[src/rtl/core/bad_pkg.sv]
// Shared types and constants for the block average with deadband hold.
`timescale 1ns / 1ps
package bad_pkg;

  localparam int SAMPLE_W = 10;
  localparam int SUM_W    = 18;
  localparam int COUNT_W  = 8;
  localparam int DIVS_W   = COUNT_W + 1;
  localparam int BITCNT_W = $clog2(SUM_W + 1);
  localparam int CFG_IDX_W = 1;
  localparam int CFG_DATA_W = 10;

  localparam logic [CFG_IDX_W-1:0] REG_BLOCK_LENGTH = 1'b0;
  localparam logic [CFG_IDX_W-1:0] REG_DEADBAND     = 1'b1;

  localparam logic [COUNT_W-1:0]  BLOCK_LENGTH_RST = 8'hff;
  localparam logic [SAMPLE_W-1:0] DEADBAND_RST     = 10'h00f;
  localparam logic [SAMPLE_W-1:0] MEAN_MAX         = 10'h3ff;
  localparam logic [DIVS_W-1:0]   FULL_BLOCK_DIVS  = 9'h100;

  typedef struct packed {
    logic start;
    logic clr;
  } ser_ctrl_t;

  typedef struct packed {
    logic busy;
    logic done;
  } ser_stat_t;

endpackage

[src/rtl/core/bad_acc.sv]
// Bit-serial accumulator: adds one sample into the running sum, LSB first.
`timescale 1ns / 1ps
module bad_acc
  import bad_pkg::*;
(
  input  logic                clk_i,
  input  logic                rst_ni,
  input  ser_ctrl_t           ctrl_i,
  input  logic [SAMPLE_W-1:0] sample_i,
  output ser_stat_t           stat_o,
  output logic [SUM_W-1:0]    sum_o
);

  logic [SUM_W-1:0]    sum_q, sum_d;
  logic [SUM_W-1:0]    add_q, add_d;
  logic                carry_q, carry_d;
  logic [BITCNT_W-1:0] cnt_q, cnt_d;
  logic                busy_q, busy_d;
  logic                done_q, done_d;
  logic                bit_s;

  assign bit_s = sum_q[0] ^ add_q[0] ^ carry_q;

  always_comb begin
    sum_d   = sum_q;
    add_d   = add_q;
    carry_d = carry_q;
    cnt_d   = cnt_q;
    busy_d  = busy_q;
    done_d  = 1'b0;
    if (ctrl_i.clr) begin
      sum_d = '0;
    end else if (ctrl_i.start) begin
      add_d   = {{(SUM_W-SAMPLE_W){1'b0}}, sample_i};
      carry_d = 1'b0;
      cnt_d   = BITCNT_W'(SUM_W);
      busy_d  = 1'b1;
    end else if (busy_q) begin
      sum_d   = {bit_s, sum_q[SUM_W-1:1]};
      add_d   = {1'b0, add_q[SUM_W-1:1]};
      carry_d = (sum_q[0] & add_q[0]) | (carry_q & (sum_q[0] ^ add_q[0]));
      cnt_d   = cnt_q - 1'b1;
      if (cnt_q == BITCNT_W'(1)) begin
        busy_d = 1'b0;
        done_d = 1'b1;
      end
    end
  end

  always_ff @(posedge clk_i or negedge rst_ni) begin
    if (!rst_ni) begin
      sum_q   <= '0;
      carry_q <= 1'b0;
      cnt_q   <= '0;
      busy_q  <= 1'b0;
      done_q  <= 1'b0;
    end else begin
      sum_q   <= sum_d;
      carry_q <= carry_d;
      cnt_q   <= cnt_d;
      busy_q  <= busy_d;
      done_q  <= done_d;
    end
  end

  always_ff @(posedge clk_i) begin
    add_q <= add_d;
  end

  assign sum_o       = sum_q;
  assign stat_o.busy = busy_q;
  assign stat_o.done = done_q;

endmodule

[src/rtl/core/bad_div.sv]
// Restoring divider, one quotient bit per cycle.
`timescale 1ns / 1ps
module bad_div
  import bad_pkg::*;
(
  input  logic              clk_i,
  input  logic              rst_ni,
  input  ser_ctrl_t         ctrl_i,
  input  logic [SUM_W-1:0]  dividend_i,
  input  logic [DIVS_W-1:0] divisor_i,
  output ser_stat_t         stat_o,
  output logic [SUM_W-1:0]  quot_o
);

  logic [SUM_W-1:0]    dvd_q, dvd_d;
  logic [DIVS_W-1:0]   rem_q, rem_d;
  logic [DIVS_W-1:0]   dvs_q, dvs_d;
  logic [BITCNT_W-1:0] cnt_q, cnt_d;
  logic                busy_q, busy_d;
  logic                done_q, done_d;
  logic [DIVS_W:0]     trial_s;
  logic [DIVS_W:0]     diff_s;
  logic                ge_s;

  assign trial_s = {rem_q, dvd_q[SUM_W-1]};
  assign ge_s    = trial_s >= {1'b0, dvs_q};
  assign diff_s  = trial_s - {1'b0, dvs_q};

  always_comb begin
    dvd_d  = dvd_q;
    rem_d  = rem_q;
    dvs_d  = dvs_q;
    cnt_d  = cnt_q;
    busy_d = busy_q;
    done_d = 1'b0;
    if (ctrl_i.start) begin
      dvd_d  = dividend_i;
      rem_d  = '0;
      dvs_d  = divisor_i;
      cnt_d  = BITCNT_W'(SUM_W);
      busy_d = 1'b1;
    end else if (busy_q) begin
      dvd_d = {dvd_q[SUM_W-2:0], ge_s};
      rem_d = ge_s ? diff_s[DIVS_W-1:0] : trial_s[DIVS_W-1:0];
      cnt_d = cnt_q - 1'b1;
      if (cnt_q == BITCNT_W'(1)) begin
        busy_d = 1'b0;
        done_d = 1'b1;
      end
    end
  end

  always_ff @(posedge clk_i or negedge rst_ni) begin
    if (!rst_ni) begin
      cnt_q  <= '0;
      busy_q <= 1'b0;
      done_q <= 1'b0;
    end else begin
      cnt_q  <= cnt_d;
      busy_q <= busy_d;
      done_q <= done_d;
    end
  end

  always_ff @(posedge clk_i) begin
    dvd_q <= dvd_d;
    rem_q <= rem_d;
    dvs_q <= dvs_d;
  end

  assign quot_o      = dvd_q;
  assign stat_o.busy = busy_q;
  assign stat_o.done = done_q;

endmodule

[src/rtl/core/block_average_deadband_top.sv]
// Top level: block averaging with deadband hold on a held output value.
//
//   channel   dir  handshake               payload
//   s_axis    in   s_axis_tvalid/tready    tdata[9:0] sample
//   m_axis    out  m_axis_tvalid/tready    tdata[9:0] held_value, tlast block_end,
//                                          tuser value_changed
//   cfg       in   cfg_we_i                cfg_idx_i, cfg_data_i
//
// An item is accepted, passes the bit-serial adder, waits for its done flag and is
// loaded into the output register. An item that closes a block also passes the
// bit-serial divider, waits for its done flag and takes the deadband compare.
// Reset clears count, sum, held value and sets block_length 255, deadband 15.
// A result waits in the output register while m_axis_tready is low; the next item
// is taken meanwhile and stalls only when its own result is ready to load.
`timescale 1ns / 1ps
module block_average_deadband_top
  import bad_pkg::*;
(
  input  logic                  clk_i,
  input  logic                  rst_ni,
  input  logic                  s_axis_tvalid,
  output logic                  s_axis_tready,
  input  logic [15:0]           s_axis_tdata,   // [9:0] sample
  output logic                  m_axis_tvalid,
  input  logic                  m_axis_tready,
  output logic [15:0]           m_axis_tdata,   // [9:0] held_value
  output logic                  m_axis_tlast,   // block_end
  output logic                  m_axis_tuser,   // value_changed
  input  logic                  cfg_we_i,
  input  logic [CFG_IDX_W-1:0]  cfg_idx_i,
  input  logic [CFG_DATA_W-1:0] cfg_data_i
);

  localparam logic [2:0] ST_IDLE = 3'd0;
  localparam logic [2:0] ST_ADD  = 3'd1;
  localparam logic [2:0] ST_DIV  = 3'd2;
  localparam logic [2:0] ST_CMP  = 3'd3;
  localparam logic [2:0] ST_OUT  = 3'd4;

  logic [2:0]          state_q, state_d;
  logic [COUNT_W-1:0]  blen_q;
  logic [SAMPLE_W-1:0] dband_q10;
  logic [COUNT_W-1:0]  count_q, count_d;
  logic [SAMPLE_W-1:0] held_q, held_d;
  logic                end_q, end_d;
  logic                chg_q, chg_d;
  logic                mvalid_q, mvalid_d;
  logic [SAMPLE_W-1:0] mdata_q;
  logic                mlast_q, muser_q;
  logic                load_out;

  ser_ctrl_t           acc_ctrl, div_ctrl;
  ser_stat_t           acc_stat, div_stat;
  logic [SUM_W-1:0]    sum_s, quot_s;
  logic [DIVS_W-1:0]   divisor_s;
  logic [COUNT_W-1:0]  count_inc;
  logic [SAMPLE_W-1:0] mean_s, absdiff_s;
  logic                accept;

  bad_acc u_acc (
    .clk_i    (clk_i),
    .rst_ni   (rst_ni),
    .ctrl_i   (acc_ctrl),
    .sample_i (s_axis_tdata[SAMPLE_W-1:0]),
    .stat_o   (acc_stat),
    .sum_o    (sum_s)
  );

  assign divisor_s = (blen_q == '0) ? FULL_BLOCK_DIVS : {1'b0, blen_q};

  bad_div u_div (
    .clk_i      (clk_i),
    .rst_ni     (rst_ni),
    .ctrl_i     (div_ctrl),
    .dividend_i (sum_s),
    .divisor_i  (divisor_s),
    .stat_o     (div_stat),
    .quot_o     (quot_s)
  );

  assign count_inc = count_q + 1'b1;
  assign mean_s    = (|quot_s[SUM_W-1:SAMPLE_W]) ? MEAN_MAX : quot_s[SAMPLE_W-1:0];
  assign absdiff_s = (mean_s > held_q) ? (mean_s - held_q) : (held_q - mean_s);

  assign s_axis_tready = (state_q == ST_IDLE);
  assign accept        = s_axis_tvalid && s_axis_tready;
  assign load_out      = (state_q == ST_OUT) && (!mvalid_q || m_axis_tready);

  always_comb begin
    state_d        = state_q;
    count_d        = count_q;
    held_d         = held_q;
    end_d          = end_q;
    chg_d          = chg_q;
    acc_ctrl.start = 1'b0;
    acc_ctrl.clr   = 1'b0;
    div_ctrl.start = 1'b0;
    div_ctrl.clr   = 1'b0;
    unique case (state_q)
      ST_IDLE: begin
        if (accept) begin
          acc_ctrl.start = 1'b1;
          end_d          = (count_inc == blen_q);
          chg_d          = 1'b0;
          count_d        = (count_inc == blen_q) ? '0 : count_inc;
          state_d        = ST_ADD;
        end
      end
      ST_ADD: begin
        if (acc_stat.done) begin
          if (end_q) begin
            div_ctrl.start = 1'b1;
            state_d        = ST_DIV;
          end else begin
            state_d = ST_OUT;
          end
        end
      end
      ST_DIV: begin
        if (div_stat.done) begin
          state_d = ST_CMP;
        end
      end
      ST_CMP: begin
        acc_ctrl.clr = 1'b1;
        if (absdiff_s > dband_q10) begin
          held_d = mean_s;
          chg_d  = 1'b1;
        end
        state_d = ST_OUT;
      end
      ST_OUT: begin
        if (load_out) begin
          state_d = ST_IDLE;
        end
      end
      default: begin
        state_d = ST_IDLE;
      end
    endcase
  end

  always_comb begin
    mvalid_d = mvalid_q;
    if (load_out) begin
      mvalid_d = 1'b1;
    end else if (m_axis_tready) begin
      mvalid_d = 1'b0;
    end
  end

  always_ff @(posedge clk_i or negedge rst_ni) begin
    if (!rst_ni) begin
      state_q   <= ST_IDLE;
      blen_q    <= BLOCK_LENGTH_RST;
      dband_q10 <= DEADBAND_RST;
      count_q   <= '0;
      held_q    <= '0;
      end_q     <= 1'b0;
      chg_q     <= 1'b0;
      mvalid_q  <= 1'b0;
    end else begin
      state_q  <= state_d;
      count_q  <= count_d;
      held_q   <= held_d;
      end_q    <= end_d;
      chg_q    <= chg_d;
      mvalid_q <= mvalid_d;
      if (cfg_we_i) begin
        unique case (cfg_idx_i)
          REG_BLOCK_LENGTH: blen_q    <= cfg_data_i[COUNT_W-1:0];
          REG_DEADBAND:     dband_q10 <= cfg_data_i[SAMPLE_W-1:0];
          default:          ;
        endcase
      end
    end
  end

  always_ff @(posedge clk_i) begin
    if (load_out) begin
      mdata_q <= held_q;
      mlast_q <= end_q;
      muser_q <= chg_q;
    end
  end

  assign m_axis_tvalid = mvalid_q;
  assign m_axis_tdata  = {{(16-SAMPLE_W){1'b0}}, mdata_q};
  assign m_axis_tlast  = mlast_q;
  assign m_axis_tuser  = muser_q;

  a_chg_needs_end: assert property (@(posedge clk_i) disable iff (!rst_ni)
    m_axis_tvalid |-> (!m_axis_tuser || m_axis_tlast))
    else $error("value_changed without block_end");

  a_held_only_in_cmp: assert property (@(posedge clk_i) disable iff (!rst_ni)
    !$stable(held_q) |-> ($past(state_q) == ST_CMP))
    else $error("held value moved outside the compare step");

  a_div_only_at_end: assert property (@(posedge clk_i) disable iff (!rst_ni)
    div_stat.busy |-> (end_q && state_q == ST_DIV))
    else $error("divider running on an item that does not close a block");

  a_idle_units_quiet: assert property (@(posedge clk_i) disable iff (!rst_ni)
    (state_q == ST_IDLE) |-> (!acc_stat.busy && !div_stat.busy))
    else $error("serial unit busy while taking a new sample");

endmodule
[config.mk]
export PLATFORM = sky130hd
export DESIGN_NAME = block_average_deadband_top
export DESIGN_NICKNAME = d
export VERILOG_FILES = /design/src/rtl/core/bad_pkg.sv /design/src/rtl/core/bad_acc.sv /design/src/rtl/core/bad_div.sv /design/src/rtl/core/block_average_deadband_top.sv
export SDC_FILE = /design/constraint.sdc
export NUM_CORES = 1
export LEC_CHECK = 0
export BUFFER_PORTS_ARGS = -buffer_cell sky130_fd_sc_hd__buf_2
export CORE_UTILIZATION = 55
export DETAILED_ROUTE_END_ITERATION = 12
export PLACE_DENSITY = 0.79
export SYNTH_ARGS = -nofsm -noshare
export SYNTH_HDL_FRONTEND = slang
export SYNTH_SLANG_ARGS = --single-unit
[constraint.sdc]
create_clock -name clk_i -period 7.1 [get_ports clk_i]
set_clock_uncertainty 0.2 [all_clocks]
set_input_delay 1.42 -clock clk_i [delete_from_list [all_inputs] [get_ports clk_i]]
set_output_delay 1.42 -clock clk_i [all_outputs]
set_load 0.02 [all_outputs]
==> flow_metrics.py, run 1 <==
metrics = {
    "cells_and_area": {
        "area_delta_synth_final_pct": 11.6,
        "fin_nets": 833,
        "diodes": 0,
        "drive_gt1_share_pct": 15.1,
        "postLayoutCellArea_sq_mm": 0.00811,
    },
    "synthesis": {
        "synth-edff-count": 49,
        "synth_seq_cells": 133,
        "synth_top_area_cell": "dfrtp_1",
        "yosysMostFrequentCell": "nand2_1",
        "yosys_warnings": 0,
        "synthAdderAreaFrac_pct": 8.68,
        "syn_area_per_cell_sq_um": 10.0,
        "synth_top_family_by_area": "simple AND/OR/NAND/NOR gates",
        "synth.yosys.seq_area_share_pct": 48.8,
        "synth_xor_area_share_pct": 3.74,
        "synth_compound_area_share_pct": 12.1,
        "synth.top_cell.area_share_pct": 21.7,
        "synth_cells": 724,
        "async_flop_share_pct": 56.4,
        "ys_types": 68,
        "synth_area_leaders": "dfrtp_1, edfxtp_1, ha_1",
        "synth_mux_area_share_pct": 5.03,
        "synth_area_sq_mm": 0.00726,
        "synth_commonest_cells": "nand2_1, dfrtp_1, inv_1, nor2_1, edfxtp_1",
        "synth_ff_type": "dfrtp_1",
        "yosys.area_share.simple_pct": 16.3,
    },
    "global_route": {
        "first_global_vias": 5315,
        "track_usage_pct": 24.3,
        "antenna_found_initial": 0,
        "grt_pass1_wl_um": 25000,
        "grt_max_degree": 76,
        "gr-total-overflow": 0,
    },
    "floorplanning": {
        "die-width_um": 117,
        "dieArea_sq_mm": 0.0137,
        "dieHeight_um": 117,
        "start_util_pct": 57.1,
        "io_pins": 52,
        "row_count": 41,
        "core_area_sq_mm": 0.0127,
    },
    "cts": {
        "post_cts_resized": 0,
        "cts_buffer_depth": 2,
        "cts_max_level": 4,
        "clock_sinks": 133,
        "cts_tree": "built",
        "hold_buffers": 0,
        "clockRootBuffer": "clkbuf_16",
        "clk_latency_ns": 0.42,
        "path_clk_slew_ns": 0.06,
        "cts_buffers": 17,
        "postCtsSetupBuffers": 0,
    },
    "pwr": {
        "p_per_area_mw_per_mm2": 334,
        "ir_worst_vdd_uv": 244,
        "p_leak_nw": 3.69,
    },
    "setup_path": {
        "crit_arrival_ns": 5.59,
        "r2r_slack_ns": 1.66,
        "critPathLaunchType": "register",
        "end_kind": "register",
        "critical_path_required_ns": 7.24,
        "worstSetupPathType": "register to register",
        "cp_max_fo": 21,
    },
    "route": {
        "ant_nets": 0,
        "vias_per_cell": 5.61,
        "wl_per_cell_um": 15.8,
        "via_count": 5266,
        "drc": 0,
        "drtIter0Drc": 447,
        "firstDrtPassIters": 5,
        "wl_um": 14800,
    },
    "placement": {
        "placed_cell_area_sq_mm": 0.00754,
        "port-buffer-count": 39,
        "place_hpwl_um": 10400,
        "place.gp.congestion": 0.883,
    },
    "timing": {
        "setup_viol": 0,
        "finalMaxSlewViolations": 0,
        "min_period_over_period_pct": 76.7,
        "worst_pin_slew_ns": 1.23,
        "final_hold_viol_count": 0,
        "relSlewSlack_pct": 17.6,
        "rsz0062_at_grt": "false",
        "finalSetupTns_ns": 0,
        "max_freq_mhz": 184,
        "fin_crit_ns": 5.44,
    },
    "job": {
        "cap_viol_max_count": 0,
    },
    "outcome": {
        "outcome": "complete, no violations",
    },
    "worst_hold_path": {
        "hp-class": "register to register",
    },
}
cells by family (layout without fill, tap and decap cells):
group,after synthesis,after routing
DFF,133,133
and+or+nand+nor,257,257
muxes,34,34
AOI/OAI and AO/OA,129,129
adders and majority gates,48,48
xor gates and xnor gates,31,31
other,1,6
buffers and inverters,91,128
where the power goes:
group | internal, mW | switching (mW) | leakage [nW] | total (mW)
clock network | 0.515 | 0.312 | 0.283 | 0.827
logic | 0.332 | 0.424 | 1.93 | 0.756
registers | 0.987 | 0.137 | 1.47 | 1.12
area by class of cell:
type / instances / area [sq um]
fillers: 1032 / 4610
flip-flops and latches: 133 / 3540
multi-input cells: 505 / 3350
clock buffers: 25 / 529
repair buffers: 44 / 233
well taps: 172 / 215
inverters: 52 / 195
clock inverters: 7 / 38.8
flip-flops by register name, summed over array words and instances, names as in the netlist, 3 cells and up:
register and flops:
mdata_q 10, u_div.rem_q 9, dband_q10 10, blen_q 8, u_div.dvs_q 9, state_q 3, u_acc.add_q 10, held_q 10
u_div.cnt_q 5, count_q 8, u_acc.sum_o 18, u_div.quot_o 18, u_acc.cnt_q 5
per-stage QoR:
stage / cells / power [mW] / utilization (%) / hold WS [ns] / setup slack [ns]
after floorplan: 729 / 1.71 / - / 0.225 / 3.01
after global placement: 906 / 1.83 / 59.3 / 0.229 / 1.89
after detailed placement: 906 / 1.88 / 59.3 / 0.238 / 1.67
after CTS: 938 / 2.71 / 63.7 / 0.251 / 1.66
after global routing: 938 / 2.87 / 63.7 / 0.257 / 1.27
final: 938 / 2.71 / 63.7 / 0.246 / 1.66
worst max-delay path: stages, from the launching register on:
cell      delay [ns]
edfxtp_1        0.38
nor4_1          0.29
nand2_1         0.29
nor2_1          0.37
inv_1           0.08
ha_1            0.43
and4_1          0.26
nor2_1          0.05
a32oi_1         0.13
a21boi_1        0.92
mux2i_1         0.32
xnor2_1         0.12
ha_1            0.30
and4_1          0.22
nand3_1         0.12
o21ba_2         0.23
a31oi_1         0.17
buf_4           0.27
nor2_1          0.08
a21oi_1         0.11
placed cells by master (no fill, tap or decap), types with 5 or more instances in the layout:
master,synthesis,routed
o31ai_1,5,5
mux2i_1,14,14
o21a_1,5,5
nand2_1,124,124
a21o_1,6,6
ha_1,44,44
nand2b_1,8,8
clkinv_2,0,5
xor2_1,11,11
mux2_2,20,20
and3_1,8,8
a31oi_1,6,6
conb_1,1,6
xnor2_1,20,20
nor2b_1,15,15
dfrtp_1,63,63
dfstp_2,12,12
nor3_1,8,8
nand3_1,10,10
nor2_1,51,51
inv_1,51,51
edfxtp_1,49,49
dfxtp_1,9,9
buf_2,11,39
clkbuf_16,0,20
a21oi_1,29,29
buf_4,8,5
a22o_1,18,18
o21ai_0,32,32
path summary, 6_finish.rpt:
path	startpoint	endpoint	cells after the start
worst min-delay path	held_q[9]	mdata_q[9]	0
worst max-delay path	u_div.quot_o[17]	held_q[6]	19
min in group asynchronous	rst_ni	dband_q10[4]	2
max in group asynchronous	rst_ni	held_q[9]	2
worst max register to register	u_div.quot_o[17]	held_q[6]	19
worst min register to register	held_q[9]	mdata_q[9]	0
routing by layer:
metal,global-route usage [%],share of wire [%],vias up
met5,0,0,-
li1,-,-,2540
met1,29.3,43,2550
met4,11.1,2.6,0
met3,5.20,3.6,34
met2,41.8,51,142
Power figures use the tool's default switching activity.
==> run 2, diff against run 1 <==
==> constraint.sdc (replaced) <==
create_clock -name clk_i -period 5.7 [get_ports clk_i]
set_clock_uncertainty 0.2 [all_clocks]
set_input_delay 1.14 -clock clk_i [delete_from_list [all_inputs] [get_ports clk_i]]
set_output_delay 1.14 -clock clk_i [all_outputs]
set_load 0.02 [all_outputs]
==> flow_metrics.py, run 2 (synthesis gave the netlist of run 1 again) <==
metrics = {
    "floorplanning": {
        "io_pins": 52,
        "dieArea_sq_mm": 0.0137,
        "core_area_sq_mm": 0.0127,
        "dieHeight_um": 117,
        "die-width_um": 117,
        "start_util_pct": 57.1,
        "row_count": 41,
    },
    "cells_and_area": {
        "drive_gt1_share_pct": 15.1,
        "multi_input_area_sq_mm": 0.00335,
        "mostFrequentLayoutCell": "nand2_1",
        "final_cell_mix": "nand2_1, dfrtp_1, nor2_1, inv_1, edfxtp_1",
        "regArea_sq_mm": 0.00354,
        "fin_nets": 834,
        "n_fill_cell": 1051,
        "finish.utilization_pct": 63.9,
        "area_delta_synth_final_pct": 12.0,
    },
    "timing": {
        "final_hold_viol_count": 0,
        "fin_crit_ns": 4.88,
        "min_period_over_period_pct": 85.5,
        "finalSetupTns_ns": 0,
        "relSlewSlack_pct": 22.2,
        "max_freq_mhz": 205,
        "setup_viol": 0,
        "finalMaxSlewViolations": 0,
        "rsz0062_at_grt": "false",
        "worst_pin_slew_ns": 1.16,
    },
    "global_route": {
        "antenna_found_initial": 1,
        "gr-total-overflow": 0,
        "grt_max_degree": 44,
        "first_global_vias": 5210,
        "grt.busiest_layer": "met2",
        "track_usage_pct": 24.8,
        "grt_pass1_wl_um": 25500,
        "grt_util_met2_pct": 42.0,
        "met3_usage_pct": 6.54,
        "use_met1_pct": 30.1,
    },
    "pwr": {
        "combinationalPowerShare_pct": 27.6,
        "power_mw": 3.43,
        "p_per_area_mw_per_mm2": 422,
        "power_frac_seq_pct": 40.9,
        "p_leak_nw": 3.69,
        "clock_power_share_pct": 31.6,
        "ir_worst_vdd_uv": 311,
        "p_sw_mw": 1.09,
        "p_int_mw": 2.34,
        "swShare_pct": 31.9,
    },
    "route": {
        "wl_um": 15200,
        "firstDrtPassIters": 5,
        "via_count": 5249,
        "ant_nets": 0,
        "vias_per_cell": 5.58,
        "drtIter0Drc": 355,
        "wl_per_cell_um": 16.2,
        "drc": 0,
    },
    "cts": {
        "postCtsSetupBuffers": 0,
        "cts_max_level": 4,
        "cts_buffers": 17,
        "clock_sinks": 133,
        "cts_buffer_depth": 2,
        "clockRootBuffer": "clkbuf_16",
        "hold_buffers": 0,
        "post_cts_resized": 0,
        "path_clk_slew_ns": 0.06,
        "cts_tree": "built",
        "clk_latency_ns": 0.42,
    },
    "setup_path": {
        "worstSetupPathType": "register to register",
        "end_kind": "register",
        "critPathLaunchType": "register",
        "critical_path_required_ns": 5.83,
        "cp_max_fo": 21,
        "crit_arrival_ns": 5.01,
    },
    "placement": {
        "place_hpwl_um": 10800,
        "port-buffer-count": 39,
        "place.gp.congestion": 0.837,
    },
    "worst_hold_path": {
        "hp-class": "register to register",
    },
    "job": {
        "cap_viol_max_count": 0,
    },
    "outcome": {
        "outcome": "complete, no violations",
    },
}
run 2: per-layer routing:
metal	wire [um]	vias to the layer above
met2	7670	138
met4	354	0
li1	-	2542
met1	6610	2541
met5	0	-
met3	574	28
run 2: final cells by class:
type | instances | share of cell area [%]
sequential | 133 | 43.6
multi-input combinational | 505 | 41.2
clock buffer | 21 | 5.54
timing repair buffer | 45 | 2.95
tap | 172 | 2.65
inverter | 52 | 2.40
clock inverter | 11 | 1.63
antenna | 1 | 0.0308
run 2: metrics by stage:
stage          hold WS [ns]  instance area (sq um)  instances  setup WS (ns)
3_3_place_gp          0.229                   7550        907           1.10
3_5_place_dp          0.242                   7550        907          0.935
6_report              0.260                   8130        940          0.824
2_1_floorplan         0.225                   7280        729           1.61
5_1_grt               0.270                   8130        939          0.382
4_1_cts               0.261                   8130        939          0.882
run 2: power by group through the flow:
stage | registers [mW] | clock network, mW | logic, mW
after floorplan | 1.35 | 0 | 0.771
after global placement | 1.40 | 0 | 0.884
after detailed placement | 1.41 | 0 | 0.927
after CTS | 1.40 | 1.09 | 0.944
after global routing | 1.43 | 1.14 | 1.07
final | 1.40 | 1.08 | 0.945
run 2: critical path, stage by stage, from the launching register on:
cell      delay, ns
edfxtp_1       0.39
nor4_1         0.28
nand2_1        0.28
nor2_1         0.34
inv_1          0.08
ha_1           0.45
and4_1         0.26
nor2_1         0.05
a32oi_1        0.14
a21boi_1       0.17
buf_4          0.23
mux2i_1        0.25
xor2_1         0.13
ha_1           0.31
and4_1         0.22
nand3_1        0.10
o21ba_2        0.22
a31oi_1        0.17
buf_4          0.27
nor2_1         0.07
a21oi_1        0.16
run 2: final timing paths:
kind	start	endpoint	slack [ns]	cells after the start
hold reg to reg	chg_q	m_axis_tuser	0.26	0
hold / removal	chg_q	m_axis_tuser	0.26	0
setup / recovery	u_div.quot_o[17]	held_q[7]	0.82	20
min in group asynchronous	rst_ni	count_q[0]	0.56	1
max in group asynchronous	rst_ni	u_acc.sum_o[7]	3.70	2
setup reg to reg	u_div.quot_o[17]	held_q[7]	0.82	20
